File: src/hw/rtl/fcd_pkg.sv
// ----------------------------------------------------------------------------
// fcd_pkg: shared types and constants of the frame cache slot manager
// Field widths, op and status codes, sequencer states and default sizes.
// ----------------------------------------------------------------------------
package fcd_pkg;

  // default sizes
  localparam int unsigned SlotCountDef  = 16;
  localparam int unsigned LengthBitsDef = 24;
  localparam int unsigned FrameBitsDef  = 31;

  // fixed widths of the channel words
  localparam int unsigned OpW       = 2;
  localparam int unsigned FrameInW  = 31;
  localparam int unsigned LengthInW = 24;
  localparam int unsigned FormatW   = 8;
  localparam int unsigned StatusW   = 3;
  localparam int unsigned SlotOutW  = 4;
  localparam int unsigned MibW      = 9;

  // bytes -> mebibytes is a shift by 20, result saturates
  localparam int unsigned MibShift = 20;
  localparam int unsigned MibMax   = 511;

  typedef enum logic [OpW-1:0] {
    OP_STORE  = 2'd0,
    OP_LOOKUP = 2'd1,
    OP_CLEAR  = 2'd2
  } fcd_op_e;

  typedef enum logic [StatusW-1:0] {
    STAT_STORED  = 3'd0,
    STAT_IGNORED = 3'd1,
    STAT_HIT     = 3'd2,
    STAT_MISS    = 3'd3,
    STAT_CLEARED = 3'd4
  } fcd_status_e;

  typedef enum logic [2:0] {
    FSM_IDLE,
    FSM_CLEAR,
    FSM_SCAN,
    FSM_WRITE,
    FSM_ADD,
    FSM_RESP
  } fcd_state_e;

endpackage

File: src/hw/rtl/fcd_in_if.sv
// ----------------------------------------------------------------------------
// fcd_in_if: request channel of the frame cache slot manager
// Valid/ready handshake carrying one request word.
// ----------------------------------------------------------------------------
interface fcd_in_if import fcd_pkg::*; ();
  logic                 valid;
  logic                 ready;
  logic [OpW-1:0]       op;
  logic [FrameInW-1:0]  frame_number;
  logic [LengthInW-1:0] length_in;
  logic [FormatW-1:0]   format_in;

  modport source (output valid, output op, output frame_number, output length_in,
                  output format_in, input ready);
  modport sink   (input valid, input op, input frame_number, input length_in,
                  input format_in, output ready);
endinterface

File: src/hw/rtl/fcd_out_if.sv
// ----------------------------------------------------------------------------
// fcd_out_if: response channel of the frame cache slot manager
// Valid/ready handshake carrying one response word.
// ----------------------------------------------------------------------------
interface fcd_out_if import fcd_pkg::*; ();
  logic                 valid;
  logic                 ready;
  logic [StatusW-1:0]   status;
  logic [SlotOutW-1:0]  slot;
  logic [LengthInW-1:0] length_out;
  logic [FormatW-1:0]   format_out;
  logic [MibW-1:0]      used_mebibytes;

  modport source (output valid, output status, output slot, output length_out,
                  output format_out, output used_mebibytes, input ready);
  modport sink   (input valid, input status, input slot, input length_out,
                  input format_out, input used_mebibytes, output ready);
endinterface

File: src/hw/rtl/frame_cache_distance_replacement.sv
// ----------------------------------------------------------------------------
// frame_cache_distance_replacement: tag and size manager for frame cache slots
// Keeps frame number, byte length and format per slot and a running byte
// total; picks the slot to fill on store and finds the slot on lookup.
// ----------------------------------------------------------------------------
// Usage:
//   in_i carries one request word (op, frame_number, length_in, format_in),
//   out_o returns exactly one response word per request, in order.
//   Ops: store, lookup, clear. A store with zero length changes nothing.
//   A store fills the lowest empty slot, or evicts the slot whose frame
//   number is farthest from the new one (ties go to the lowest slot).
//   The returned slot number addresses an external frame memory.
// Sequencing:
//   store and lookup walk the slot RAM one entry per cycle through a single
//   distance/compare unit; a store then writes its slot, subtracts any
//   evicted length and adds its own. Clear empties all slots first; an
//   ignored store or unused op responds directly. After the response word is
//   loaded the sequencer returns to idle, the only state taking a request.
// Reset: all slots empty and the byte total zero at once; the slot RAM is
//   never cleared, only entries marked valid are trusted.
// Stall: the response sits in an output register; a new request may be
//   taken while it waits, but the next response waits until it is drained.
// ----------------------------------------------------------------------------
module frame_cache_distance_replacement
  import fcd_pkg::*;
#(
  parameter int unsigned SLOT_COUNT  = SlotCountDef,
  parameter int unsigned LENGTH_BITS = LengthBitsDef,
  parameter int unsigned FRAME_BITS  = FrameBitsDef
) (
  input  logic      clk_i,
  input  logic      rst_ni,
  fcd_in_if.sink    in_i,
  fcd_out_if.source out_o
);

  // stored length width: the request field is only 24 bits wide
  localparam int unsigned LenW   = (LENGTH_BITS < LengthInW) ? LENGTH_BITS : LengthInW;
  localparam int unsigned SlotW  = (SLOT_COUNT > 1) ? $clog2(SLOT_COUNT) : 1;
  localparam int unsigned CntW   = $clog2(SLOT_COUNT + 1);
  localparam int unsigned TotW   = LenW + $clog2(SLOT_COUNT + 1);
  localparam int unsigned EntryW = FRAME_BITS + LenW + FormatW;

  // --------------------------------------------------------------------------
  // state
  // --------------------------------------------------------------------------
  fcd_state_e state_q, state_d;

  // latched request word
  logic [OpW-1:0]        op_q;
  logic [FRAME_BITS-1:0] frame_q;
  logic [LenW-1:0]       len_q;
  logic [FormatW-1:0]    fmt_q;

  // slot bookkeeping
  logic [SLOT_COUNT-1:0] valid_q;
  logic [TotW-1:0]       total_q;

  // scan sequencer
  logic [CntW-1:0]  cnt_q;
  logic             eval_vld_q;
  logic [SlotW-1:0] eval_idx_q;

  // scan results
  logic                  free_found_q;
  logic [SlotW-1:0]      free_idx_q;
  logic [FRAME_BITS-1:0] far_q;
  logic [SlotW-1:0]      best_idx_q;
  logic [LenW-1:0]       best_len_q;
  logic                  hit_q;
  logic [SlotW-1:0]      hit_idx_q;
  logic [LenW-1:0]       hit_len_q;
  logic [FormatW-1:0]    hit_fmt_q;

  // response register
  logic                 out_valid_q;
  logic [StatusW-1:0]   out_status_q;
  logic [SlotOutW-1:0]  out_slot_q;
  logic [LengthInW-1:0] out_len_q;
  logic [FormatW-1:0]   out_fmt_q;
  logic [MibW-1:0]      out_mib_q;

  // strobes from the sequencer
  logic in_ready;
  logic accept;
  logic rd_en;
  logic wr_en;
  logic load_out;

  // --------------------------------------------------------------------------
  // slot RAM: {frame, length, format}
  // --------------------------------------------------------------------------
  logic [SlotW-1:0]  wr_idx;
  logic [EntryW-1:0] rdata;

  assign wr_idx = free_found_q ? free_idx_q : best_idx_q;

  fcd_ram #(
    .WIDTH(EntryW),
    .DEPTH(SLOT_COUNT)
  ) u_slot_ram (
    .clk_i  (clk_i),
    .we_i   (wr_en),
    .waddr_i(wr_idx),
    .wdata_i({frame_q, len_q, fmt_q}),
    .re_i   (rd_en),
    .raddr_i(cnt_q[SlotW-1:0]),
    .rdata_o(rdata)
  );

  logic [FRAME_BITS-1:0] ent_frame;
  logic [LenW-1:0]       ent_len;
  logic [FormatW-1:0]    ent_fmt;
  logic                  ent_valid;

  assign ent_frame = rdata[EntryW-1 -: FRAME_BITS];
  assign ent_len   = rdata[FormatW +: LenW];
  assign ent_fmt   = rdata[FormatW-1:0];
  assign ent_valid = valid_q[eval_idx_q];

  // --------------------------------------------------------------------------
  // shared distance / compare unit
  // --------------------------------------------------------------------------
  logic [FRAME_BITS:0]   diff;
  logic [FRAME_BITS-1:0] frame_dist;
  logic                  farther;
  logic                  match;

  assign diff       = {1'b0, ent_frame} - {1'b0, frame_q};
  assign frame_dist = diff[FRAME_BITS] ? (frame_q - ent_frame) : diff[FRAME_BITS-1:0];
  // slot 0 always seeds the victim so an all-zero distance picks it
  assign farther    = (frame_dist > far_q) || (eval_idx_q == '0);
  assign match      = ent_frame == frame_q;

  // --------------------------------------------------------------------------
  // sequencer
  // --------------------------------------------------------------------------
  logic scan_done;
  assign scan_done = cnt_q == CntW'(SLOT_COUNT);

  always_ff @(posedge clk_i or negedge rst_ni) begin
    if (!rst_ni) begin
      state_q <= FSM_IDLE;
    end else begin
      state_q <= state_d;
    end
  end

  always_comb begin
    state_d  = state_q;
    in_ready = 1'b0;
    rd_en    = 1'b0;
    wr_en    = 1'b0;
    load_out = 1'b0;
    case (state_q)
      FSM_IDLE: begin
        in_ready = 1'b1;
        if (in_i.valid) begin
          case (fcd_op_e'(in_i.op))
            OP_STORE:  state_d = (in_i.length_in[LenW-1:0] == '0) ? FSM_RESP : FSM_SCAN;
            OP_LOOKUP: state_d = FSM_SCAN;
            OP_CLEAR:  state_d = FSM_CLEAR;
            default:   state_d = FSM_RESP;
          endcase
        end
      end
      FSM_CLEAR: begin
        state_d = FSM_RESP;
      end
      FSM_SCAN: begin
        rd_en = !scan_done;
        if (scan_done) begin
          state_d = (op_q == OP_STORE) ? FSM_WRITE : FSM_RESP;
        end
      end
      FSM_WRITE: begin
        wr_en   = 1'b1;
        state_d = FSM_ADD;
      end
      FSM_ADD: begin
        state_d = FSM_RESP;
      end
      FSM_RESP: begin
        if (!out_valid_q || out_o.ready) begin
          load_out = 1'b1;
          state_d  = FSM_IDLE;
        end
      end
      default: begin
        state_d = FSM_IDLE;
      end
    endcase
  end

  assign accept = in_ready && in_i.valid;

  // request word
  always_ff @(posedge clk_i) begin
    if (accept) begin
      op_q    <= in_i.op;
      frame_q <= in_i.frame_number[FRAME_BITS-1:0];
      len_q   <= in_i.length_in[LenW-1:0];
      fmt_q   <= in_i.format_in;
    end
  end

  // control: counter, flags, valid bits, byte total
  always_ff @(posedge clk_i or negedge rst_ni) begin
    if (!rst_ni) begin
      cnt_q        <= '0;
      eval_vld_q   <= 1'b0;
      free_found_q <= 1'b0;
      hit_q        <= 1'b0;
      valid_q      <= '0;
      total_q      <= '0;
    end else begin
      eval_vld_q <= rd_en;
      if (accept) begin
        cnt_q        <= '0;
        free_found_q <= 1'b0;
        hit_q        <= 1'b0;
      end else if (rd_en) begin
        cnt_q <= cnt_q + 1'b1;
      end
      if (eval_vld_q) begin
        if (!free_found_q && !ent_valid) begin
          free_found_q <= 1'b1;
        end
        if (!hit_q && ent_valid && match) begin
          hit_q <= 1'b1;
        end
      end
      if (state_q == FSM_CLEAR) begin
        valid_q <= '0;
        total_q <= '0;
      end
      if (wr_en) begin
        valid_q[wr_idx] <= 1'b1;
        total_q         <= total_q - (free_found_q ? '0 : TotW'(best_len_q));
      end
      if (state_q == FSM_ADD) begin
        total_q <= total_q + TotW'(len_q);
      end
    end
  end

  // scan payload
  always_ff @(posedge clk_i) begin
    if (rd_en) begin
      eval_idx_q <= cnt_q[SlotW-1:0];
    end
    if (accept) begin
      far_q      <= '0;
      best_idx_q <= '0;
    end else if (eval_vld_q) begin
      if (!free_found_q && !ent_valid) begin
        free_idx_q <= eval_idx_q;
      end
      if (farther) begin
        far_q      <= frame_dist;
        best_idx_q <= eval_idx_q;
        best_len_q <= ent_len;
      end
      if (!hit_q && ent_valid && match) begin
        hit_idx_q <= eval_idx_q;
        hit_len_q <= ent_len;
        hit_fmt_q <= ent_fmt;
      end
    end
  end

  // --------------------------------------------------------------------------
  // response word
  // --------------------------------------------------------------------------
  fcd_status_e          resp_status;
  logic [SlotOutW-1:0]  resp_slot;
  logic [LengthInW-1:0] resp_len;
  logic [FormatW-1:0]   resp_fmt;
  logic [TotW-1:0]      mib_full;
  logic [MibW-1:0]      resp_mib;

  always_comb begin
    resp_status = STAT_MISS;
    resp_slot   = '0;
    resp_len    = '0;
    resp_fmt    = '0;
    case (fcd_op_e'(op_q))
      OP_STORE: begin
        if (len_q == '0) begin
          resp_status = STAT_IGNORED;
        end else begin
          resp_status = STAT_STORED;
          resp_slot   = SlotOutW'(wr_idx);
        end
      end
      OP_LOOKUP: begin
        if (hit_q) begin
          resp_status = STAT_HIT;
          resp_slot   = SlotOutW'(hit_idx_q);
          resp_len    = LengthInW'(hit_len_q);
          resp_fmt    = hit_fmt_q;
        end
      end
      OP_CLEAR: resp_status = STAT_CLEARED;
      default:  resp_status = STAT_MISS;
    endcase
  end

  assign mib_full = total_q >> MibShift;
  assign resp_mib = (32'(mib_full) > MibMax) ? MibW'(MibMax) : MibW'(mib_full);

  always_ff @(posedge clk_i or negedge rst_ni) begin
    if (!rst_ni) begin
      out_valid_q <= 1'b0;
    end else if (load_out) begin
      out_valid_q <= 1'b1;
    end else if (out_o.ready) begin
      out_valid_q <= 1'b0;
    end
  end

  always_ff @(posedge clk_i) begin
    if (load_out) begin
      out_status_q <= resp_status;
      out_slot_q   <= resp_slot;
      out_len_q    <= resp_len;
      out_fmt_q    <= resp_fmt;
      out_mib_q    <= resp_mib;
    end
  end

  assign in_i.ready           = in_ready;
  assign out_o.valid          = out_valid_q;
  assign out_o.status         = out_status_q;
  assign out_o.slot           = out_slot_q;
  assign out_o.length_out     = out_len_q;
  assign out_o.format_out     = out_fmt_q;
  assign out_o.used_mebibytes = out_mib_q;

  // --------------------------------------------------------------------------
  // assertions
  // --------------------------------------------------------------------------
  a_resp_from_seq : assert property (@(posedge clk_i) disable iff (!rst_ni)
    $rose(out_valid_q) |-> $past(state_q == FSM_RESP))
    else $error("response word raised outside the response step");

  a_cnt_bound : assert property (@(posedge clk_i) disable iff (!rst_ni)
    cnt_q <= CntW'(SLOT_COUNT))
    else $error("scan counter ran past the slot count");

  a_empty_total : assert property (@(posedge clk_i) disable iff (!rst_ni)
    (valid_q == '0) |-> (total_q == '0))
    else $error("byte total nonzero with all slots empty");

  a_write_marks : assert property (@(posedge clk_i) disable iff (!rst_ni)
    (state_q == FSM_WRITE) |=> (valid_q != '0) && (state_q == FSM_ADD))
    else $error("slot write left no valid slot");

endmodule

File: src/hw/rtl/fcd_ram.sv
// ----------------------------------------------------------------------------
// fcd_ram: generic single-port-write, single-port-read RAM
// One write and one registered read per cycle.
// ----------------------------------------------------------------------------
module fcd_ram #(
  parameter int unsigned WIDTH = 8,
  parameter int unsigned DEPTH = 16,
  localparam int unsigned AddrW = (DEPTH > 1) ? $clog2(DEPTH) : 1
) (
  input  logic             clk_i,
  input  logic             we_i,
  input  logic [AddrW-1:0] waddr_i,
  input  logic [WIDTH-1:0] wdata_i,
  input  logic             re_i,
  input  logic [AddrW-1:0] raddr_i,
  output logic [WIDTH-1:0] rdata_o
);

  logic [WIDTH-1:0] mem_q [DEPTH];
  logic [WIDTH-1:0] rdata_q;

  always_ff @(posedge clk_i) begin
    if (we_i) begin
      mem_q[waddr_i] <= wdata_i;
    end
    if (re_i) begin
      rdata_q <= mem_q[raddr_i];
    end
  end

  assign rdata_o = rdata_q;

endmodule
File: src/flat_wrapper.sv
// flat-port wrapper written by rule: the top's interface ports become plain ports
module frame_cache_distance_replacement_flat import fcd_pkg::*;
#(
  parameter int unsigned SLOT_COUNT  = SlotCountDef,
  parameter int unsigned LENGTH_BITS = LengthBitsDef,
  parameter int unsigned FRAME_BITS  = FrameBitsDef
)
  (clk_i, rst_ni, in_i_valid, in_i_op, in_i_frame_number, in_i_length_in, in_i_format_in, in_i_ready, out_o_valid, out_o_status, out_o_slot, out_o_length_out, out_o_format_out, out_o_used_mebibytes, out_o_ready);
  fcd_in_if in_i_i ();
  fcd_out_if out_o_i ();
  input  logic clk_i;
  input  logic rst_ni;
  input wire logic [$bits(in_i_i.valid)-1:0] in_i_valid;
  input wire logic [$bits(in_i_i.op)-1:0] in_i_op;
  input wire logic [$bits(in_i_i.frame_number)-1:0] in_i_frame_number;
  input wire logic [$bits(in_i_i.length_in)-1:0] in_i_length_in;
  input wire logic [$bits(in_i_i.format_in)-1:0] in_i_format_in;
  output wire logic [$bits(in_i_i.ready)-1:0] in_i_ready;
  output wire logic [$bits(out_o_i.valid)-1:0] out_o_valid;
  output wire logic [$bits(out_o_i.status)-1:0] out_o_status;
  output wire logic [$bits(out_o_i.slot)-1:0] out_o_slot;
  output wire logic [$bits(out_o_i.length_out)-1:0] out_o_length_out;
  output wire logic [$bits(out_o_i.format_out)-1:0] out_o_format_out;
  output wire logic [$bits(out_o_i.used_mebibytes)-1:0] out_o_used_mebibytes;
  input wire logic [$bits(out_o_i.ready)-1:0] out_o_ready;
  assign in_i_i.valid = in_i_valid;
  assign in_i_i.op = in_i_op;
  assign in_i_i.frame_number = in_i_frame_number;
  assign in_i_i.length_in = in_i_length_in;
  assign in_i_i.format_in = in_i_format_in;
  assign in_i_ready = in_i_i.ready;
  assign out_o_valid = out_o_i.valid;
  assign out_o_status = out_o_i.status;
  assign out_o_slot = out_o_i.slot;
  assign out_o_length_out = out_o_i.length_out;
  assign out_o_format_out = out_o_i.format_out;
  assign out_o_used_mebibytes = out_o_i.used_mebibytes;
  assign out_o_i.ready = out_o_ready;
  frame_cache_distance_replacement #(.SLOT_COUNT(SLOT_COUNT), .LENGTH_BITS(LENGTH_BITS), .FRAME_BITS(FRAME_BITS)) u_core (.clk_i(clk_i), .rst_ni(rst_ni), .in_i(in_i_i), .out_o(out_o_i));
endmodule
File: config.mk
export PLATFORM = sky130hd
export DESIGN_NAME = frame_cache_distance_replacement_flat
export DESIGN_NICKNAME = d
export VERILOG_FILES = /design/src/hw/rtl/fcd_pkg.sv /design/src/hw/rtl/fcd_in_if.sv /design/src/hw/rtl/fcd_out_if.sv /design/src/hw/rtl/frame_cache_distance_replacement.sv /design/src/hw/rtl/fcd_ram.sv /design/src/flat_wrapper.sv
export SDC_FILE = /design/constraint.sdc
export NUM_CORES = 2
export LEC_CHECK = 0
export BUFFER_PORTS_ARGS = -buffer_cell sky130_fd_sc_hd__buf_4
export CAP_MARGIN = 25
export CORE_AREA = 2 2 310 312
export CTS_BUF_LIST = sky130_fd_sc_hd__clkbuf_16
export DETAILED_ROUTE_END_ITERATION = 8
export DIE_AREA = 0 0 312 314
export PLACE_DENSITY = 0.74
export SETUP_SLACK_MARGIN = 0.02
export SLEW_MARGIN = 10
export SYNTH_ARGS = -nofsm -noshare
export SYNTH_HDL_FRONTEND = slang
export SYNTH_HIERARCHICAL = 1
export SYNTH_SLANG_ARGS = --single-unit
export TNS_END_PERCENT = 10
File: constraint.sdc
create_clock -name clk_i -period 11.2 [get_ports clk_i]
set_input_delay 0.56 -clock clk_i [delete_from_list [all_inputs] [get_ports clk_i]]
set_output_delay 0.56 -clock clk_i [all_outputs]
set_load 0.01 [all_outputs]
==> metrics.md <==
| Metric | Value |
|---|---|
| Outcome | completed |
| Initial antenna violation count | 1 |
| Ys async rst share | 4.241% |
| Clock power frac | 28.8% |
| Total Power | 15.18 mW |
| Sw Ratio | 31.27% |
| CTS buffer count | 135 |
| Setup TNS Final | 0 ns |
| Core area | 0.09445 sq mm |
| PD cells | 238.9 mW/mm^2 |
| Average size of a mapped cell | 17.18 sq um |
| Post-Syn Instances | 3280 |
| Post_cts resized | 0 |
| Routed Wire Length | 132200 microns |
| Arr. time, crit path | 6.82 ns |
| Filler cells | 6171 |
| Flop pwr share | 43.1% |
| Grt total ovfl | 0 |
| I/O Pins | 119 |
| Synthesized area | 0.05634 sq mm |
| Synth Net Count | 3496 |
| CP max-delay cell | a2111oi_0 |
| Clock-pin slew on the worst setup and hold paths | 0.06 ns |
| CTS tree | built |
| Max-slew violations | 0 |
| Max clock buf depth | 3 |
| Cell taking the most area after synthesis | edfxtp_1 |
| Top Family by Delay on Critical Path | compound AO/OA/AOI/OAI gates |
| Power Internal | 10.43 mW |
| GPL Wtd Cong | 0.9477 |
| Switching power | 4.745 mW |
| Max Freq | 155.3 MHz |
| Clock Skews | 0.02877 ns |
| Finish-stage setup viols | 0 |
| WP data required | 11.58 ns |
| Clk sink count | 1344 |
| Port Buffers | 118 |
| Skew-Pair Late Insertion Delay | 0.75 ns |
| Critical path launch point type | flop |
| Row cnt | 113 |
| Antenna viol nets, final | 0 |
| Die span in x | 312 microns |
| Critical Path End Type | flop |
| Combinational share of power | 28.1% |
| First DRT Iteration DRCs | 3902 |
| # nets final | 3699 |
| Rel. slew slack | 28.28% |
| Dpl hpwl | 73310 microns |
| Top post-synthesis cells by area | edfxtp_1 67%, mux4_2 10%, ha_1 3.2%, dfrtp_1 2.5%, a22oi_1 1.9% |
| Starting Density | 59.66% |
| Worst Hold Class | input pin to flop |
| Die height | 314 microns |
| Critical-path cell list | inv_1 -> ha_1 -> nor2b_1 -> o2111ai_1 -> a2111oi_0 -> nor3_1 -> o21ai_0 -> a21oi_1 -> a21oi_1 -> xor2_1 -> ha_1 -> and3_1 -> nand4_1 -> nand3b_1 -> o21ai_0 -> o21ba_2 -> nand2_1 -> inv_1 -> buf_4 |
| Largest net degree at the start of global routing | 149 |
| Worst stage delay on the critical path | 0.85 ns |
| Drt wl/cell | 27.20 microns |
| CP Max Fanout | 26 |
| H-tree depth | 4 |
| Global-route wire length before repair | 197700 microns |
| Post-synth EDFFs | 1252 |
| CTS root buf | clkbuf_16 |
| Vias post-DR | 31510 |
| Tmin final | 6.440 ns |
| Setup CP Type | flop to flop |
| Buf/Inv on CP | 3 |
| Yosys cell types | 80 |
| Leakage power | 21.72 nW |
| Synth top area share | 66.73% |
| Sequential-to-total area share from yosys stat | 70.50% |
| First drt pass iteration count | 6 |
| Max IR drop VDD | 0.2015 mV |
| RSZ-0062 raised after global routing | false |
| Die ar. | 0.09797 sq mm |
| Total number of yosys warnings | 6 |
| Maxcap violations | 0 |
| Area grow syn2layout | 12.72% |
| Via density | 6.483 |
| Tightest Pin Transition | 1.076 ns |
| Most common library cells after synthesis | 1252 x edfxtp_1, 257 x mux4_2, 179 x nand2_1 |
| Synth Register Bits | 1344 |
| Final hold violation count | 0 |
| Top_reg_cell synth | edfxtp_1 |
| Gr usage total | 27.26% |
| Layout cells sized above 1 | 18.36% |
| Top-count cell post-synth | edfxtp_1 |
| Crit share post-route | 57.50% |
| Vias in the first global route | 31690 |
| DRC violations left | 0 |
-- metrics by stage --
step	std cells	area [sq um]	hold WS (ns)	worst slack, ns	util [%]
6_report	4860	63510	0.04297	4.760	67.25
3_5_place_dp	4554	58610	0.4052	4.895	62.06
2_1_floorplan	3280	56340	0.2644	4.406	-
3_3_place_gp	4553	58590	0.4072	5.059	62.03
5_1_grt	4859	63510	0.01527	4.387	67.24
4_1_cts	4858	63490	0.004905	4.861	67.22
-- cells in the final DEF, fill, tap and decap left out, types with 14 or more instances in the layout --
master            n
buf_4           169
clkbuf_16       136
o21ai_0          95
nor2_4           15
nand2b_1         46
o21bai_1         19
nand4_1          19
and2_1           36
a21o_1           66
nor4_1           16
nor2_1          108
nand2_1         179
o211ai_1         16
dlygate4sd3_1    56
xor2_1           34
xnor2_1          35
mux4_2          257
a21oi_1         120
dfrtp_1          55
dfxtp_1          35
a211oi_1         37
nor3_1           21
mux2i_1          30
a22oi_1         141
clkinv_2         24
o21a_1           14
clkinv_1         25
nand3_1          23
edfxtp_1       1252
ha_1            143
inv_1           158
-- sequential cells by signal, indices dropped and copies added (netlist names), 5 cells and up --
signal	flops
u_core/fmt_q	8
u_core/best_len_q	24
u_core/u_slot_ram/mem_q	1008
u_core/total_q	29
u_core/len_q	24
u_core/u_slot_ram/rdata_o	63
u_core/out_o.length_out	24
u_core/far_q	31
u_core/valid_q	16
u_core/hit_fmt_q	8
u_core/out_o.used_mebibytes	9
u_core/hit_len_q	24
u_core/out_o.format_out	8
u_core/frame_q	31
u_core/cnt_q	5
-- power groups by stage --
stage	Sequential (mW)	Clock, mW	Combinational, mW
floorplan	6.44	0	3.28
global placement	6.60	0	4.08
detailed placement	6.64	0	4.16
CTS	6.54	4.44	4.22
global route	6.59	4.64	4.63
finish	6.54	4.38	4.26
-- worst paths after layout --
| check | cells past startpoint | slack [ns] | from | endpoint |
|---|---|---|---|---|
| min in group asynchronous | 2 | 0.46 | rst_ni | u_core/valid_q[7]$_DFF_PN0_ |
| max reg2reg | 19 | 4.76 | u_core/frame_q[1]$_DFFE_PP_ | u_core/best_len_q[9]$_DFFE_PP_ |
| max in group asynchronous | 2 | 10.11 | rst_ni | u_core/cnt_q[1]$_DFFE_PN0P_ |
| min | 1 | 0.04 | in_i_length_in[23] | u_core/len_q[23]$_DFFE_PP_ |
| max | 19 | 4.76 | u_core/frame_q[1]$_DFFE_PP_ | u_core/best_len_q[9]$_DFFE_PP_ |
| min reg2reg | 0 | 0.41 | u_core/u_slot_ram/rdata_o[3]$_DFFE_PP_ | u_core/hit_fmt_q[3]$_DFFE_PP_ |
-- metal layers --
metal / share of wire (%) / up-vias / GRT usage, %
met1: 40 / 16210 / 38.76
met5: 0 / - / 0
met4: 2.5 / 0 / 8.807
li1: - / 13490 / -
met2: 49 / 1586 / 44.18
met3: 8.5 / 216 / 4.091
-- layout make-up --
type / count / area [sq um] / share of cell area, %
clock buffer: 136 / 3403 / 5.359
timing repair buffer: 228 / 1889 / 2.975
clock inverter: 112 / 915.9 / 1.442
multi-input combinational: 1647 / 15510 / 24.42
inverter: 127 / 479.2 / 0.7545
antenna: 1 / 2.502 / 0.003940
sequential: 1344 / 39730 / 62.56
tap: 1265 / 1583 / 2.492
-- kinds of logic (layout without fill, tap and decap cells) --
group / count (synthesis) / count (layout) / synth area share [%]
DFF: 1344 / 1344 / 70.50
buffers and inverters: 289 / 603 / 2.256
xor gates and xnor gates: 69 / 69 / 1.073
AOI/OAI and AO/OA: 628 / 628 / 7.684
and+or+nand+nor: 515 / 515 / 4.339
muxes: 288 / 288 / 10.83
adders and majority gates: 147 / 147 / 3.318
other: 0 / 1 / 0
-- timing repair --
action | in CTS | in global routing
hold endpoints to repair | 112 | 0
hold buffers | 56 | 0
setup buffers | 0 | 0
(Power assumes the default switching activity.)
